File: config.mk
export PLATFORM = sky130hd
export DESIGN_NAME = utf8_stream_sanitizer
export DESIGN_NICKNAME = d
export VERILOG_FILES = /design/src/rtl/core/u8san_pkg.sv /design/src/rtl/core/utf8_stream_sanitizer.sv /design/src/rtl/core/u8san_front.sv /design/src/rtl/core/u8san_queue.sv /design/src/rtl/core/u8san_back.sv
export SDC_FILE = /design/constraint.sdc
export NUM_CORES = 1
export LEC_CHECK = 0
export BUFFER_PORTS_ARGS = -buffer_cell sky130_fd_sc_hd__buf_4
export CORE_AREA = 2 2 127 129
export DETAILED_ROUTE_END_ITERATION = 8
export DIE_AREA = 0 0 129 131
export GPL_TIMING_DRIVEN = 1
export PLACE_DENSITY = 0.71
export SLEW_MARGIN = 5
export SYNTH_ARGS = -nofsm -noshare
export SYNTH_HDL_FRONTEND = slang
export SYNTH_HIERARCHICAL = 1
export SYNTH_SLANG_ARGS = --single-unit
File: constraint.sdc
create_clock -name clk -period 3.6 [get_ports clk]
set_input_delay 0 -clock clk [delete_from_list [all_inputs] [get_ports clk]]
set_output_delay 0 -clock clk [all_outputs]
set_load 0.03 [all_outputs]
File: src/rtl/core/u8san_pkg.sv
`timescale 1ns / 1ps
package u8san_pkg;

  // Depth of the group queue between the classifier and the byte emitter.
  localparam int unsigned U8SAN_QDEPTH = 4;

  // Byte masks and patterns of the UTF-8 forms.
  localparam logic [7:0] CONT_MASK  = 8'hC0;
  localparam logic [7:0] CONT_PAT   = 8'h80;
  localparam logic [7:0] LEAD2_MASK = 8'hE0;
  localparam logic [7:0] LEAD2_PAT  = 8'hC0;
  localparam logic [7:0] LEAD3_MASK = 8'hF0;
  localparam logic [7:0] LEAD3_PAT  = 8'hE0;
  localparam logic [7:0] LEAD4_MASK = 8'hF8;
  localparam logic [7:0] LEAD4_PAT  = 8'hF0;
  localparam logic [7:0] ASCII_LIM  = 8'h80;

  localparam int unsigned HELD_DEPTH = 3;

  typedef struct packed {
    logic [7:0] in_byte;
    logic       end_of_text;
  } u8san_in_t;

  typedef struct packed {
    logic [7:0] out_byte;
    logic       run_last;
  } u8san_out_t;

  // One completed run: up to four bytes, last_idx = number of bytes - 1.
  typedef struct packed {
    logic [3:0][7:0] bytes;
    logic [1:0]      last_idx;
  } u8san_grp_t;

endpackage

File: src/rtl/core/utf8_stream_sanitizer.sv
`timescale 1ns / 1ps
// Channel   Ports                    Transfer when
// input     push, full, in_data      push && !full
// result    empty, pop, out_data     pop && !empty
//
// One byte is taken per cycle unless full; a completed run (1 to 4 bytes)
// enters the group queue in the same cycle, then is loaded into the emitter
// register and leaves it one byte per cycle while pop is high.
// full follows the group queue only; the emitter drains while input flows.
// rst_n is synchronous and clears the queue, the emitter and the pending count.
module utf8_stream_sanitizer
  import u8san_pkg::*;
#(
  parameter int unsigned QDEPTH = U8SAN_QDEPTH
) (
  input  logic       clk,
  input  logic       rst_n,
  input  logic       push,
  output logic       full,
  input  u8san_in_t  in_data,
  output logic       empty,
  input  logic       pop,
  output u8san_out_t out_data
);

  logic       acc;
  logic       grp_push;
  u8san_grp_t grp;
  logic       q_full, q_empty, q_pop;
  u8san_grp_t q_head;

  // Input is held off only while the group queue has no free slot.
  assign full = q_full;
  assign acc  = push && !q_full;

  // Classifier: tracks the pending sequence and hands finished runs over.
  u8san_front u_front (
    .clk      (clk),
    .rst_n    (rst_n),
    .acc      (acc),
    .item     (in_data),
    .grp_push (grp_push),
    .grp      (grp)
  );

  // Decouples the classifier from the byte emitter.
  u8san_queue #(
    .DEPTH (QDEPTH)
  ) u_queue (
    .clk    (clk),
    .rst_n  (rst_n),
    .push   (grp_push),
    .wr_grp (grp),
    .full   (q_full),
    .pop    (q_pop),
    .empty  (q_empty),
    .head   (q_head)
  );

  // Emitter: walks a run byte by byte, flags its last byte.
  u8san_back u_back (
    .clk      (clk),
    .rst_n    (rst_n),
    .q_empty  (q_empty),
    .q_head   (q_head),
    .q_pop    (q_pop),
    .empty    (empty),
    .pop      (pop),
    .out_data (out_data)
  );

endmodule

File: src/rtl/core/u8san_front.sv
`timescale 1ns / 1ps
module u8san_front
  import u8san_pkg::*;
(
  input  logic       clk,
  input  logic       rst_n,
  input  logic       acc,
  input  u8san_in_t  item,
  output logic       grp_push,
  output u8san_grp_t grp
);

  logic [7:0] held_r [HELD_DEPTH];
  logic [1:0] needed_r, needed_nxt;
  logic [1:0] held_cnt_r, held_cnt_nxt;

  logic       wr_en;
  logic [1:0] wr_idx;
  logic [7:0] b;
  logic       cont;
  logic       handled;
  logic       emit;
  logic [1:0] need;

  assign b    = item.in_byte;
  assign cont = (b & CONT_MASK) == CONT_PAT;

  always_comb begin
    needed_nxt   = needed_r;
    held_cnt_nxt = held_cnt_r;
    wr_en        = 1'b0;
    wr_idx       = held_cnt_r;
    handled      = 1'b0;
    emit         = 1'b0;
    need         = 2'd0;
    grp.bytes[0] = held_r[0];
    grp.bytes[1] = (held_cnt_r == 2'd1) ? b : held_r[1];
    grp.bytes[2] = (held_cnt_r == 2'd2) ? b : held_r[2];
    grp.bytes[3] = b;
    grp.last_idx = held_cnt_r;

    if (needed_r != 2'd0) begin
      if (cont) begin
        handled = 1'b1;
        if (needed_r == 2'd1) begin
          emit         = 1'b1;
          needed_nxt   = 2'd0;
          held_cnt_nxt = 2'd0;
        end else if (held_cnt_r < 2'(HELD_DEPTH)) begin
          wr_en        = 1'b1;
          held_cnt_nxt = held_cnt_r + 2'd1;
          needed_nxt   = needed_r - 2'd1;
        end else begin
          needed_nxt   = 2'd0;
          held_cnt_nxt = 2'd0;
        end
      end else begin
        // broken sequence: drop and treat the byte as fresh
        needed_nxt   = 2'd0;
        held_cnt_nxt = 2'd0;
      end
    end

    if (!handled) begin
      if (b < ASCII_LIM) begin
        emit         = 1'b1;
        grp.bytes[0] = b;
        grp.last_idx = 2'd0;
      end else if ((b & LEAD2_MASK) == LEAD2_PAT) begin
        need = 2'd1;
      end else if ((b & LEAD3_MASK) == LEAD3_PAT) begin
        need = 2'd2;
      end else if ((b & LEAD4_MASK) == LEAD4_PAT) begin
        need = 2'd3;
      end
      if (need != 2'd0) begin
        wr_en        = 1'b1;
        wr_idx       = 2'd0;
        held_cnt_nxt = 2'd1;
        needed_nxt   = need;
      end
    end

    if (item.end_of_text) begin
      needed_nxt   = 2'd0;
      held_cnt_nxt = 2'd0;
    end
  end

  assign grp_push = acc && emit;

  always_ff @(posedge clk) begin
    if (!rst_n) begin
      needed_r   <= 2'd0;
      held_cnt_r <= 2'd0;
    end else if (acc) begin
      needed_r   <= needed_nxt;
      held_cnt_r <= held_cnt_nxt;
    end
  end

  always_ff @(posedge clk) begin
    if (acc && wr_en) begin
      held_r[wr_idx] <= b;
    end
  end

endmodule

File: src/rtl/core/u8san_queue.sv
`timescale 1ns / 1ps
module u8san_queue
  import u8san_pkg::*;
#(
  parameter int unsigned DEPTH = U8SAN_QDEPTH
) (
  input  logic       clk,
  input  logic       rst_n,
  input  logic       push,
  input  u8san_grp_t wr_grp,
  output logic       full,
  input  logic       pop,
  output logic       empty,
  output u8san_grp_t head
);

  localparam int unsigned PW = (DEPTH > 1) ? $clog2(DEPTH) : 1;
  localparam int unsigned CW = $clog2(DEPTH + 1);

  u8san_grp_t     mem_r [DEPTH];
  logic [PW-1:0]  wp_r, rp_r;
  logic [CW-1:0]  cnt_r;
  logic           do_push, do_pop;

  assign full    = cnt_r == CW'(DEPTH);
  assign empty   = cnt_r == '0;
  assign do_push = push && !full;
  assign do_pop  = pop && !empty;
  assign head    = mem_r[rp_r];

  function automatic logic [PW-1:0] nxt_ptr(input logic [PW-1:0] p);
    nxt_ptr = (p == PW'(DEPTH - 1)) ? '0 : p + PW'(1);
  endfunction

  always_ff @(posedge clk) begin
    if (!rst_n) begin
      wp_r  <= '0;
      rp_r  <= '0;
      cnt_r <= '0;
    end else begin
      if (do_push) wp_r <= nxt_ptr(wp_r);
      if (do_pop)  rp_r <= nxt_ptr(rp_r);
      if (do_push && !do_pop) begin
        cnt_r <= cnt_r + CW'(1);
      end else if (do_pop && !do_push) begin
        cnt_r <= cnt_r - CW'(1);
      end
    end
  end

  always_ff @(posedge clk) begin
    if (do_push) begin
      mem_r[wp_r] <= wr_grp;
    end
  end

endmodule

File: src/rtl/core/u8san_back.sv
`timescale 1ns / 1ps
module u8san_back
  import u8san_pkg::*;
(
  input  logic       clk,
  input  logic       rst_n,
  input  logic       q_empty,
  input  u8san_grp_t q_head,
  output logic       q_pop,
  output logic       empty,
  input  logic       pop,
  output u8san_out_t out_data
);

  u8san_grp_t cur_r;
  logic [1:0] idx_r;
  logic       valid_r;
  logic       take, finish, load;

  assign take   = valid_r && pop;
  assign finish = take && (idx_r == cur_r.last_idx);
  assign load   = !q_empty && (!valid_r || finish);
  assign q_pop  = load;

  assign empty             = !valid_r;
  assign out_data.out_byte = cur_r.bytes[idx_r];
  assign out_data.run_last = idx_r == cur_r.last_idx;

  always_ff @(posedge clk) begin
    if (!rst_n) begin
      valid_r <= 1'b0;
      idx_r   <= 2'd0;
    end else if (load) begin
      valid_r <= 1'b1;
      idx_r   <= 2'd0;
    end else if (finish) begin
      valid_r <= 1'b0;
      idx_r   <= 2'd0;
    end else if (take) begin
      idx_r   <= idx_r + 2'd1;
    end
  end

  always_ff @(posedge clk) begin
    if (load) begin
      cur_r <= q_head;
    end
  end

endmodule

* Yosys cells after proc, flatten, opt, wreduce, memory -nomap -nowiden
Memories as Yosys holds them, arrays and structs flattened. A register that Yosys moved wholly into a read port is not among the register bits. Index checks and enable logic that the tools add are counted.
Storage, ports and cells: register bits after elaboration 14, memories kept 2, bits in writable memories 160, logic and storage cells 103
Memory list:
- u_queue.mem_r | words 4, bits a word 34, read ports 1, clocked after Yosys merged registers in 1, wr ports 1, RTL line u8san_queue.sv:20 | u8san_grp_t mem_r [DEPTH];
- u_front.held_r | words 3, bits a word 8, read ports 3, clocked after Yosys merged registers in 0, wr ports 1, RTL line u8san_front.sv:13 | logic [7:0] held_r [HELD_DEPTH];
Cells by class: bitwise logic cells 1, order comparisons 3, eq/ne operators 11, multiplexer cells 50, reduce and logical (&&, ||, !) cells 22, add/subtract/negate cells 7
Operators with widths (number):
- 2-bit two-way mux | 23
- 8-bit two-way mux | 3
- 10-bit two-way mux | 2
- 1-bit two-way mux | 19
- 8-bit binary-select mux with 2-bit select | 1
- 1-bit logical AND | 10
- 2-bit by 1-bit adder with 2-bit output, second input constant | 4
- 2-bit equality test, second input constant | 4
- 8-bit less-than comparator, second input constant | 1
- 2-bit nonzero test | 4
- 3-bit equality test, second input constant | 2
- 3-bit two-way mux | 2
- 5-bit equality test, second input constant | 1
- 1-bit logical NOT | 5
- 2-bit by 1-bit equality test with 1-bit output, second input constant | 2
- 4-bit equality test, second input constant | 1
- 3-bit by 1-bit adder with 3-bit output, second input constant | 1
- 3-bit logical NOT | 1
- 2-bit by 3-bit less-than comparator with 1-bit output, second input constant | 1
- 3-bit OR reduction | 1
- 3-bit by 1-bit subtractor with 3-bit output, second input constant | 1
- 2-bit equality test | 1
- 2-bit less-than comparator, second input constant | 1
- 2-bit by 1-bit subtractor with 2-bit output, second input constant | 1
- 2 further kinds | 2

* Longest topological paths before layout
Gate-level depths: netlist of the first run.
depth in word-level cells 12, depth in mapped cells 13, gate-level depth less buffers 12

* Hierarchy
Netlist of the first run, hierarchy kept.
By module, submodules not included:
- u8san_queue | seq. area each 4264.1 µm², cells each 229, area each 5435.2 µm², times used 1
- u8san_front | seq. area each 800.8 µm², cells each 114, area each 1466.4 µm², times used 1
- u8san_back | seq. area each 1081.0 µm², cells each 66, area each 1442.6 µm², times used 1
- utf8_stream_sanitizer | seq. area each 0.0 µm², cells each 1, area each 13.8 µm², times used 1

* Least setup slack after synthesis of the first run
OpenSTA, ideal clock, no wires.
path kind register -> register, start reg u_back.idx_r[0], end reg u_queue.cnt_r[2], cell stages (with the launch flop) 12, required time 3.524 ns, path slack 0.473 ns, setup time 0.076 ns, arrival time 3.051 ns, path buffers 1, cells stage by stage dfxtp_1 buf_6 xor2_1 nor2_1 a31o_2 o31ai_1 ha_1 inv_1 fa_1 xor2_1 or3_1 a21boi_0
RTL lines:
- from (decl) | RTL line u8san_back.sv:16 | logic [1:0] idx_r;
- from (signal assigned) | RTL line u8san_back.sv:40 | idx_r <= idx_r + 2'd1;
- to (signal assigned) | RTL line u8san_queue.sv:44 | cnt_r <= cnt_r + CW'(1);
- to (signal assigned) | RTL line u8san_queue.sv:46 | cnt_r <= cnt_r - CW'(1);
- to (decl) | RTL line u8san_queue.sv:22 | logic [CW-1:0] cnt_r;

* Final worst setup path of the first run
start reg u_front.needed_r[0], end reg u_queue.cnt_r[2]
On the way: cells in the longest elaborated chain, start to end 11
RTL lines:
- from (decl) | RTL line u8san_front.sv:14 | logic [1:0] needed_r, needed_nxt;
- from (signal assigned) | RTL line u8san_front.sv:97 | needed_r <= needed_nxt;
- 2-bit by 1-bit equality test with 1-bit output | RTL line u8san_front.sv:45 | if (needed_r == 2'd1) begin
- 1-bit two-way mux | RTL line u8san_front.sv:45
- 1-bit two-way mux | RTL line u8san_front.sv:43 | if (cont) begin
- 1-bit two-way mux | RTL line u8san_front.sv:42 | if (needed_r != 2'd0) begin
- 1-bit two-way mux | RTL line u8san_front.sv:65 | if (b < ASCII_LIM) begin
- 1-bit two-way mux * | RTL line u8san_front.sv:64 | if (!handled) begin
- 1-bit logical AND * | RTL line u8san_front.sv:90 | assign grp_push = acc && emit;
- named net grp_push | RTL line utf8_stream_sanitizer.sv:27 | logic grp_push;
- 1-bit logical AND * | RTL line u8san_queue.sv:27 | assign do_push = push && !full;
- 1-bit logical NOT | RTL line u8san_queue.sv:45 | end else if (do_pop && !do_push) begin
- 1-bit logical AND | RTL line u8san_queue.sv:45
- 2-bit nonzero test (no source line)
Mark *: on every way through the listed nets, which the timed path passes. The rest lies on a longest branch. A chain may end at the register's enable or synchronous reset.

==> results of run 1 <==
flip-flops by register name, indices dropped and copies added (netlist names), named ones only:
register	flops
u_queue/rp_r	2
u_queue/cnt_r	3
u_front/needed_r	2
u_front/held_r	24
u_back/cur_r	34
u_front/held_cnt_r	2
u_queue/wp_r	2
u_back/idx_r	2
u_back/valid_r	1
u_queue/mem_r	136
timing repair:
action | in CTS | in global routing
hold buffers | 12 | 0
hold endpoints to repair | 144 | 0
gates resized for setup | 0 | 0
critical path, stage by stage, from the launching register on:
cell and delay, ns:
dfxtp_1 0.33, inv_1 0.08, ha_1 0.28, nor2_1 0.11, nand2_1 0.05, a21boi_0 0.14
nor2b_1 0.44, ha_1 0.27, inv_1 0.07, fa_1 0.43, xor2_1 0.18, or3_1 0.30
a21boi_0 0.20
per-stage QoR:
stage,hold WS (ns),std cells,setup slack (ns),total power [mW]
final,0.03684,683,0.6254,6.511
after global routing,0.03584,683,0.3840,6.795
after CTS,0.008635,683,0.6195,6.583
after detailed placement,0.2381,635,0.6329,4.508
after global placement,0.2331,635,0.8193,4.462
after floorplan,0.09887,410,0.4733,4.219
per-layer routing:
layer | up-vias | global-route usage [%] | share of wire (%)
met5 | - | 0 | 0
met4 | 0 | 4.668 | 1.2
met3 | 16 | 3.135 | 4.0
met2 | 62 | 29.63 | 52
met1 | 1970 | 23.09 | 43
li1 | 1728 | - | -
worst max path at each step:
| stage | to | slack, ns | cells after the start |
|---|---|---|---|
| final | u_queue/cnt_r[2] | 0.63 | 12 |
| after floorplan | u_queue/cnt_r[2] | 0.47 | 11 |
| after CTS | u_queue/cnt_r[2] | 0.62 | 12 |
| after global routing | u_queue/cnt_r[2] | 0.38 | 12 |
| after global placement | u_queue/cnt_r[2] | 0.82 | 12 |
| after detailed placement | u_queue/cnt_r[2] | 0.63 | 12 |
cell usage in the layout (no fill, tap or decap), types with 7 or more instances in the layout:
cell type / synthesis / routed
mux2_2: 23 / 23
nand2_1: 14 / 14
edfxtp_1: 194 / 194
inv_1: 9 / 9
dfxtp_1: 16 / 15
clkbuf_16: 0 / 21
ha_1: 11 / 11
buf_4: 9 / 35
mux4_1: 7 / 7
and2_1: 8 / 8
mux4_2: 35 / 35
nor2_1: 8 / 8
dlygate4sd3_1: 0 / 12
where the power goes:
group	internal, mW	switching (mW)
combinational	0.558	0.686
sequential	3.10	0.106
clock	1.22	0.847
total	4.87	1.64
kinds of logic (layout without fill, tap and decap cells):
logic type	count (synthesis)	count (layout)	synth area share [%]
fa+ha+maj	12	12	1.886
xor+xnor	4	4	0.4192
simple gates	56	56	3.847
flops	210	210	73.53
mux	69	69	15.21
buf+inv	35	92	3.009
compound gates	24	24	2.096
final cells by class:
type	instances	area [um2]	share of cell area, %
Tap cell	216	270.3	2.862
Timing Repair Buffer	47	382.9	4.055
Inverter	9	33.78	0.3578
Clock buffer	27	548.0	5.804
Clock inverter	9	98.84	1.047
Multi-Input combinational cell	165	1961	20.77
Sequential cell	210	6147	65.11
==> metrics.yaml, run 1 <==
syn-num-nets: 435
post_cts_buffers: 0
clkTransAtPathRegs_ns: 0.06
synth_cells: 410
coreArea_um2: 15600
critical_path_class: "reg2reg"
rows: 46
syn_avg_cell_area_um2: 20.39
tns_ns: 0
htreeDepth: 1
grt_pass1_vias: 3856
wl_per_cell_um: 20.45
die-area_um2: 16900
final_util_pct: 60.53
path_max_fanout: 7
nNetsFinal: 479
ys_seq_area_share_pct: 73.53
drtIter0Drc: 351
cp-start-kind: "flip-flop"
status: "completed"
insertion_delay_ns: 0.49
drv_slew: 0
layout-drive-gt1-share_pct: 28.05
synth_edf_count: 194
synth_flop_cell: "edfxtp_1"
grt_first_pass_wirelength_mm: 21.64
yosys.area.top_type: "edfxtp_1"
mappedNetlistArea_um2: 8358
firstDrtPassIters: 4
powerDensity_nw_per_um2: 689.6
synth_top_cell_area_share_pct: 69.70
ff2ff_setup_slack_ns: 0.63
postRouteAntennaNets: 0
cts_buffers: 21
crit_required_ns: 4.00
synth-seq-cells: 210
finalWirelength_mm: 13.97
worst_pin_slew_ns: 0.7040
fin_area_um2: 9442
period_minus_slack_ns: 2.975
maxCapViolCount: 0
hp-class: "in2reg"
period_share_pct: 82.63
synth.area.top_cells: "edfxtp_1 (70%), mux4_2 (9.4%), dfxtp_1 (3.8%)"
cts.sinks: 210
ir_worst_vdd_mv: 0.3002
holdCritStartpoint: "push"
ys_warn_count: 6
slew_headroom_pct: 53.07
synth_most_common_cell: "edfxtp_1"
rr_endpoint: "u_queue/cnt_r[2]"
gr-usage-all-layers_pct: 17.25
die_x_um: 129
cts_root_buffer: "clkbuf_16"
antenna_found_initial: 0
io_pins: 24
startpoint: "u_front/needed_r[0]"
die_h_um: 131
report.final.hold_viol_count: 0
diodes: 0
ys_types: 44
place_congestion: 0.7687
dp_hpwl_mm: 7.424
placed_area_um2: 8675
arrival_ns: 3.38
remaining_drc_errors: 0
initial_core_util_pct: 53.59
cp-end-kind: "flip-flop"
rsz0062_at_grt: "false"
reg2reg_from: "u_front/needed_r[0]"
p_leak_nw: 3.097
vias: 3776
ys_async_sr_fraction_pct: 0
hold_path_end: "u_front/held_cnt_r[1]"
ff2ff_path_depth: 12
min_path_cells: 4
nFillCells: 1110
grt_max_degree: 35
tritoncts: "done"
gr-total-overflow: 0
clock_skew_ns: 0.007531
cts_max_path_buffers: 3
fmax_ghz: 0.3362
port_buffers: 23
setup_viol: 0
vias_per_cell: 5.529
synthToLayoutAreaGrowth_pct: 12.96
synthTopCellsByCount: "edfxtp_1 (194), mux4_2 (35), mux2_2 (23)"
Power figures use the tool's default switching activity.
==> inputs of run 2 (changes only) <==
--- a/config.mk
+++ b/config.mk
@@ -5,12 +5,13 @@
 export SDC_FILE = /design/constraint.sdc
 export NUM_CORES = 1
 export LEC_CHECK = 0
+export ABC_AREA = 1
 export BUFFER_PORTS_ARGS = -buffer_cell sky130_fd_sc_hd__buf_4
-export CORE_AREA = 2 2 127 129
+export CORE_AREA = 2 2 129 131
 export DETAILED_ROUTE_END_ITERATION = 8
-export DIE_AREA = 0 0 129 131
+export DIE_AREA = 0 0 131 133
 export GPL_TIMING_DRIVEN = 1
-export PLACE_DENSITY = 0.71
+export PLACE_DENSITY = 0.74
 export SLEW_MARGIN = 5
 export SYNTH_ARGS = -nofsm -noshare
 export SYNTH_HDL_FRONTEND = slang
==> constraint.sdc (replaced) <==
create_clock -name clk -period 2.44 [get_ports clk]
set_input_delay 0 -clock clk [delete_from_list [all_inputs] [get_ports clk]]
set_output_delay 0 -clock clk [all_outputs]
set_load 0.03 [all_outputs]
==> run 2 against run 1 <==
Compared with the run above: sequential cell count did not move; register-to-register slack got worse by 0.46 ns; wire length rose by 24%; worst setup slack worse by 0.46 ns; critical path depth rose by 4; global-route usage grew 3.1 points; count of clock-buffer cells in the layout fell by 5; hold slack improved by 0.015 ns; non-clock buffer count grew 8; combinational power increased by 150%; synthesized area is 4.2% higher; largest cell class unchanged; highest routed layer unchanged.
==> metrics.yaml, run 2 <==
status: "completed"
synth_edf_count: 194  # unchanged
grt_pass1_vias: 5203  # +35%
cts_max_path_buffers: 3  # unchanged
placed_area_um2: 9134  # +5.3%
reg2reg_from: "u_front/needed_r[0]"
grt_first_pass_wirelength_mm: 27.10  # +25%
worst_pin_slew_ns: 0.7005  # -0.003441 ns
holdCritStartpoint: "in_data[8]"
fmax_ghz: 0.4400  # +31%
dp_hpwl_mm: 10.24  # +38%
top_register: "u_queue/mem_r"
ys_warn_count: 6  # unchanged
hold_path_end: "u_queue/mem_r[3][25]"
fin_area_um2: 9916  # +5.0%
rr_endpoint: "u_queue/cnt_r[2]"
diodes: 0  # unchanged
place_congestion: 0.8122  # +5.7%
swShare_pct: 32.10  # +6.9 points
firstDrtPassIters: 5  # +1
insertion_delay_ns: 0.48  # about the same
syn-num-nets: 696  # +60%
crit_chain: "inv_1 -> ha_1 -> inv_1 -> nand3_1 -> a21oi_4 -> nand2_4 -> inv_2 -> ha_4 -> inv_2 -> fa_2 -> inv_1 -> nand2_1 -> nand3_1 -> nand2_1 -> inv_1 -> nor2_1"
report.final.hold_viol_count: 0  # unchanged
intPower_mw: 7.451  # +53%
hp-class: "in2reg"
cts_buffers: 21  # unchanged
die_x_um: 131  # +1.6%
wl_per_cell_um: 18.46  # -9.7%
layout_commonest_cell: "edfxtp_1"
synth_most_common_cell: "edfxtp_1"
p_leak_nw: 3.519  # +14%
syn_avg_cell_area_um2: 12.98  # -36%
synth_cells: 671  # +64%
powerDensity_nw_per_um2: 1107  # +60%
largest_registers: "u_queue/mem_r: 136 flops, u_back/cur_r: 34 flops, u_front/held_r: 24 flops"
maxCapViolCount: 0  # unchanged
synth_top_cell_area_share_pct: 66.89  # -2.8 points
crit_top_cell: "inv_1"
finalWirelength_mm: 17.39  # +24%
layout_common_cells: "edfxtp_1 (194), nor2_1 (102), o21ai_0 (85)"
setup_viol: 0  # unchanged
slew_headroom_pct: 53.23  # +0.16 points
crit_slowest_cell: "fa_2"
grt_max_degree: 69  # +97%
clock_skew_ns: 0.01177  # +0.004236 ns
ys_seq_area_share_pct: 70.56  # -3.0 points
ys_types: 37  # -16%
p_sw_mw: 3.522  # +110%
cts_root_buffer: "clkbuf_16"
vias: 5248  # +39%
largest_reg_flops: 136  # unchanged
die_h_um: 133  # +1.5%
synthTopCellsByCount: "edfxtp_1 (194), nor2_1 (106), o21ai_0 (86)"
ff2ff_path_depth: 16  # +4
vias_per_cell: 5.571  # +0.77%
arrival_ns: 2.65  # -0.73 ns
synthToLayoutAreaGrowth_pct: 13.85
rows: 47  # +2.2%
ir_worst_vdd_mv: 0.6862  # +130%
mappedNetlistArea_um2: 8710  # +4.2%
synth_flop_cell: "edfxtp_1"
coreArea_um2: 16170  # +3.7%
antenna_found_initial: 0  # unchanged
critical_path_class: "reg2reg"
cp-end-kind: "flip-flop"
drtIter0Drc: 525  # +50%
cts.sinks: 210  # unchanged
clkPwrFrac_pct: 27.4  # -4.3 points
nFillCells: 1166  # +5.0%
die-area_um2: 17420  # +3.1%
drv_slew: 0  # unchanged
tritoncts: "done"
initial_core_util_pct: 53.86  # +0.27 points
clkTransAtPathRegs_ns: 0.06  # about the same
crit_required_ns: 2.81  # -1.19 ns
rsz0062_at_grt: "false"
ys_async_sr_fraction_pct: 0  # unchanged
period_minus_slack_ns: 2.273  # -0.7018 ns
synth.area.top_cells: "edfxtp_1 (67%), o21ai_0 (4.9%), nor2_1 (4.6%)"
htreeDepth: 1  # unchanged
yosys.area.top_type: "edfxtp_1"
gr-usage-all-layers_pct: 20.32  # +3.1 points
path_max_fanout: 5  # -2
synth-seq-cells: 210  # unchanged
final_util_pct: 61.32  # +0.78 points
postRouteAntennaNets: 0  # unchanged
layout-drive-gt1-share_pct: 21.19  # -6.9 points
port_buffers: 23  # unchanged
p_seq_share_pct: 44.5  # -4.7 points
combinationalPowerShare_pct: 28.1  # +9.0 points
period_share_pct: 93.15  # +11 points
ff2ff_setup_slack_ns: 0.17  # -0.46 ns
max_stage_delay_ns: 0.40  # -0.04 ns
cp-start-kind: "flip-flop"
min_path_cells: 3  # -1
remaining_drc_errors: 0  # unchanged
io_pins: 24  # unchanged
gr-total-overflow: 0  # unchanged
nNetsFinal: 735  # +53%
-- run 2: changes by cell type after synthesis, sizes merged, moves of 14 or more --
cell and delta:
a21oi +23, buf +14, inv +36, mux2 -23, mux4 -42, nand2 +38, nor2 +120, o21ai +90
o22ai +41
-- run 2: worst max-delay path by stage --
stage | startpoint | to | slack [ns] | depth (start not counted)
global route | u_front/needed_r[0] | u_queue/cnt_r[2] | 0.05 | 16
global placement | u_front/needed_r[0] | u_queue/cnt_r[2] | 0.16 | 16
floorplan | u_back/idx_r[1] | u_queue/cnt_r[1] | -0.08 | 12
detailed placement | u_front/needed_r[0] | u_queue/cnt_r[2] | 0.08 | 16
CTS | u_front/needed_r[0] | u_queue/cnt_r[2] | 0.06 | 16
finish | u_front/needed_r[0] | u_queue/cnt_r[2] | 0.17 | 16
-- run 2: repair_timing --
item / CTS / global route
setup buffers: 0 / 2
hold buffers: 11 / 0
resized for setup: 0 / 6
endpoints found under the setup margin: 0 / 2
hold endpoints to repair: 65 / 0
-- run 2: cells by family after synthesis --
logic type,after synthesis,share of synthesized area [%]
flip-flops,210,70.56
XOR/XNOR,2,0.2874
AO/OA/AOI/OAI,165,11.82
adder cells (fa/ha/maj),12,1.810
AND/OR/NAND/NOR,197,9.999
buffers and inverters,85,5.517
-- run 2: cell type report --
class                      count  area, um2  share of cell area [%]
sequential                   210       6150                   62.02
multi-input combinational    376       2168                   21.87
clock buffer                  22      529.3                   5.338
timing repair buffer          55      490.5                   4.946
tap                          220      275.3                   2.776
inverter                      46      187.7                   1.893
clock inverter                13      115.1                   1.161
-- run 2: critical path: cells and delay by family, from the launching register on --
family	cells	cell delay, ns
AO/OA/AOI/OAI	1	0.26
buffers and inverters	6	0.37
flip-flops	1	0.36
adder cells (fa/ha/maj)	3	0.73
AND/OR/NAND/NOR	6	0.46
-- run 2: metal layers --
metal | GRT usage (%) | part of all wire, % | wire [um] | up-vias
met1 | 28.95 | 42 | 7373 | 2547
met5 | 0 | 0 | 0 | -
met2 | 33.74 | 48 | 8428 | 211
li1 | - | - | - | 2461
met4 | 4.669 | 1.7 | 300 | 0
met3 | 2.467 | 7.4 | 1283 | 29
-- run 2: power by group through the flow --
stage | combinational (mW) | clock (mW) | sequential, mW
2_1_floorplan | 2.32 | 0 | 4.89
3_3_place_gp | 2.91 | 0 | 4.94
3_5_place_dp | 3.03 | 0 | 4.95
4_1_cts | 3.07 | 3.06 | 4.88
5_1_grt | 3.36 | 3.20 | 4.93
6_report | 3.08 | 3.01 | 4.88
-- run 2: through the flow --
step                setup TNS [ns]  worst slack [ns]  power (mW)  hold slack (ns)  instances
CTS                              0           0.06305       11.00          0.02181        940
floorplan                 -0.08269          -0.08269       7.210          0.09887        671
global route                     0           0.04803       11.49          0.03617        942
finish                           0            0.1672       10.97          0.05189        942
global placement                 0            0.1643       7.848           0.2404        894
detailed placement               0           0.07749       7.982           0.2445        894
==> inputs of run 3 (changes only) <==
--- a/config.mk
+++ b/config.mk
@@ -7,13 +7,12 @@
 export LEC_CHECK = 0
 export ABC_AREA = 1
 export BUFFER_PORTS_ARGS = -buffer_cell sky130_fd_sc_hd__buf_4
-export CORE_AREA = 2 2 129 131
+export CORE_AREA = 2 2 126 128
 export DETAILED_ROUTE_END_ITERATION = 8
-export DIE_AREA = 0 0 131 133
+export DIE_AREA = 0 0 128 130
 export GPL_TIMING_DRIVEN = 1
 export PLACE_DENSITY = 0.74
 export SLEW_MARGIN = 5
 export SYNTH_ARGS = -nofsm -noshare
 export SYNTH_HDL_FRONTEND = slang
-export SYNTH_HIERARCHICAL = 1
 export SYNTH_SLANG_ARGS = --single-unit
==> run 3 against run 2 <==
Compared with the run above: synthesized cell count is 2.2% lower; sequential cell count shrank 2; total power decreased by 6.4%; worst setup slack lost 0.026 ns; die area down 4.5%; global-route usage increased by 1.2 points; clock skew down 0.0048 ns; largest power group unchanged; count of clock-buffer cells in the layout up 1; clock power is 7.0% higher; via count is 0.36% lower; maximum frequency decreased by 1.1%; synthesized area shrank 4.5%.
==> metrics.yaml, run 3 <==
arrival_ns: 2.71  # +0.06 ns
largest_registers: "u_queue.mem_r: 136 flops, u_back.cur_r: 34 flops, u_front.held_r: 24 flops"
ys_warn_count: 0  # -6
final_cells: 903  # -4.1%
vias_per_cell: 5.791  # +3.9%
remaining_drc_errors: 0  # unchanged
die_x_um: 128  # -2.3%
insertion_delay_ns: 0.48  # about the same
coreArea_um2: 15420  # -4.6%
worst_slack_ns: 0.1414  # -0.02579 ns
syn-num-nets: 681  # -2.2%
drv_slew: 0  # unchanged
cp-start-kind: "flip-flop"
layout_commonest_cell: "edfxtp_1"
antenna_found_initial: 0  # unchanged
status: "completed"
final_util_pct: 62.26  # +0.94 points
die-area_um2: 16640  # -4.5%
rows: 46  # -2.1%
top_register: "u_queue.mem_r"
initial_core_util_pct: 53.90  # about the same
syn_avg_cell_area_um2: 12.67  # -2.4%
grt_first_pass_wirelength_mm: 27.28  # +0.63%
tns_ns: 0  # unchanged
placed_area_um2: 8783  # -3.8%
critical_path_class: "reg2reg"
maxCapViolCount: 0  # unchanged
wl_per_cell_um: 19.36  # +4.9%
multiInputGateArea_um2: 1921  # -11%
synthTopCellsByCount: "edfxtp_1 (194), nor2_1 (124), o21ai_0 (95)"
holdBufCountCts: 12  # +1
p_leak_nw: 3.413  # -3.0%
rsz0062_at_grt: "false"
synth_edf_count: 194  # unchanged
finalWirelength_mm: 17.48  # +0.55%
postRouteAntennaNets: 0  # unchanged
path_max_fanout: 6  # +1
grt_pass1_vias: 5253  # +0.96%
yosys.area.top_type: "edfxtp_1"
ys_async_sr_fraction_pct: 0  # unchanged
synth_cells: 656  # -2.2%
dp_hpwl_mm: 10.25  # about the same
period_minus_slack_ns: 2.299  # +0.02579 ns
grt_max_degree: 41  # -41%
worst_pin_slew_ns: 0.6839  # -0.01663 ns
die_h_um: 130  # -2.3%
ys_types: 32  # -14%
firstDrtPassIters: 5  # unchanged
gr-total-overflow: 0  # unchanged
fmax_ghz: 0.4351  # -1.1%
diodes: 0  # unchanged
period_share_pct: 94.20  # +1.1 points
layout_common_cells: "edfxtp_1 (194), nor2_1 (120), o21ai_0 (95)"
htreeDepth: 1  # unchanged
ctsResizeCount: 0  # unchanged
io_pins: 24  # unchanged
setup_viol: 0  # unchanged
hp-class: "in2reg"
place_congestion: 0.8196  # +0.91%
synth_flop_cell: "edfxtp_1"
nNetsFinal: 722  # -1.8%
cts_root_buffer: "clkbuf_16"
fin_area_um2: 9603  # -3.2%
synth.area.top_cells: "edfxtp_1 (70%), o21ai_0 (5.7%), nor2_1 (5.6%)"
largest_reg_flops: 136  # unchanged
ff_latch_area_um2: 6107  # -0.69%
layout-drive-gt1-share_pct: 12.94  # -8.3 points
clock_skew_ns: 0.006974  # -0.004794 ns
port_buffers: 23  # unchanged
ys_seq_area_share_pct: 73.44  # +2.9 points
ir_worst_vdd_mv: 0.6990  # +1.9%
synth_top_cell_area_share_pct: 70.07  # +3.2 points
synth_most_common_cell: "edfxtp_1"
clkTransAtPathRegs_ns: 0.06  # about the same
cts_max_path_buffers: 3  # unchanged
crit_required_ns: 2.85  # +0.04 ns
drtIter0Drc: 524  # -0.19%
post_cts_buffers: 0  # unchanged
pre_cts_ws_ns: 0.1945  # +0.1170 ns
report.final.hold_viol_count: 0  # unchanged
synthToLayoutAreaGrowth_pct: 15.50
cp-end-kind: "flip-flop"
nFillCells: 1130  # -3.1%
powerDensity_nw_per_um2: 1070  # -3.3%
cts_buffers: 20  # -4.8%
dp_cells: 855  # -4.4%
cts.sinks: 208  # -0.95%
gr-usage-all-layers_pct: 21.50  # +1.2 points
synth-seq-cells: 208  # -0.95%
slew_headroom_pct: 54.41  # +1.2 points
mappedNetlistArea_um2: 8314  # -4.5%
tritoncts: "done"
vias: 5229  # -0.36%
==> run 3: area by class of cell <==
type | count | share of cell area [%]
sequential | 208 | 63.60
tap | 192 | 2.502
clock inverter | 13 | 1.733
multi-input combinational | 374 | 20.00
timing repair buffer | 51 | 4.951
clock buffer | 23 | 5.550
inverter | 42 | 1.668
==> run 3: layer usage <==
layer / GRT usage, % / up-vias / routed length [um]
met5: 0 / - / 0
met4: 7.304 / 0 / 450
met3: 2.993 / 39 / 1177
met2: 38.60 / 219 / 8904
met1: 27.16 / 2544 / 6949
li1: - / 2427 / -
==> run 3: kinds of logic after synthesis <==
logic type                 Yosys count  share of synthesized area [%]
buffers and inverters               74                          3.822
DFF                                208                          73.44
AOI/OAI and AO/OA                  167                          10.82
xor gates and xnor gates             3                         0.4966
and+or+nand+nor                    192                          9.526
adders and majority gates           12                          1.896
==> run 3: worst max-delay path, stage by stage, from the launching register on <==
cell	delay [ns]
dfxtp_1	0.39
inv_1	0.08
ha_1	0.27
inv_1	0.16
nand3_1	0.10
nand2_1	0.08
nand2_2	0.07
inv_2	0.06
ha_1	0.13
inv_1	0.07
fa_1	0.39
nor2_1	0.11
nor2_1	0.05
nand2_1	0.07
o21ai_0	0.07
a21oi_1	0.14
==> run 3: per-stage QoR <==
step	hold WS, ns	power [mW]
after global routing	0.3181	10.73
final	0.3097	10.27
after CTS	0.2923	10.34
after floorplan	0.09887	6.308
after global placement	0.2427	6.987
after detailed placement	0.2481	7.116
==> run 3: power by group <==
group          leakage, nW  switching, mW  internal (mW)
Sequential            1.90          0.179           4.55
Clock                0.342           1.23           1.99
Combinational         1.17           1.61          0.712
Total                 3.41           3.02           7.26
==> run 3: worst paths after layout <==
check                 startpoint              endpoint  slack [ns]  depth (start not counted)
min reg2reg  u_front.needed_r[1]   u_front.needed_r[1]        0.47                          2
min                   in_data[1]  u_front.held_r[2][0]        0.31                          2
max          u_front.needed_r[0]      u_queue.cnt_r[2]        0.14                         15
max reg2reg  u_front.needed_r[0]      u_queue.cnt_r[2]        0.14                         15
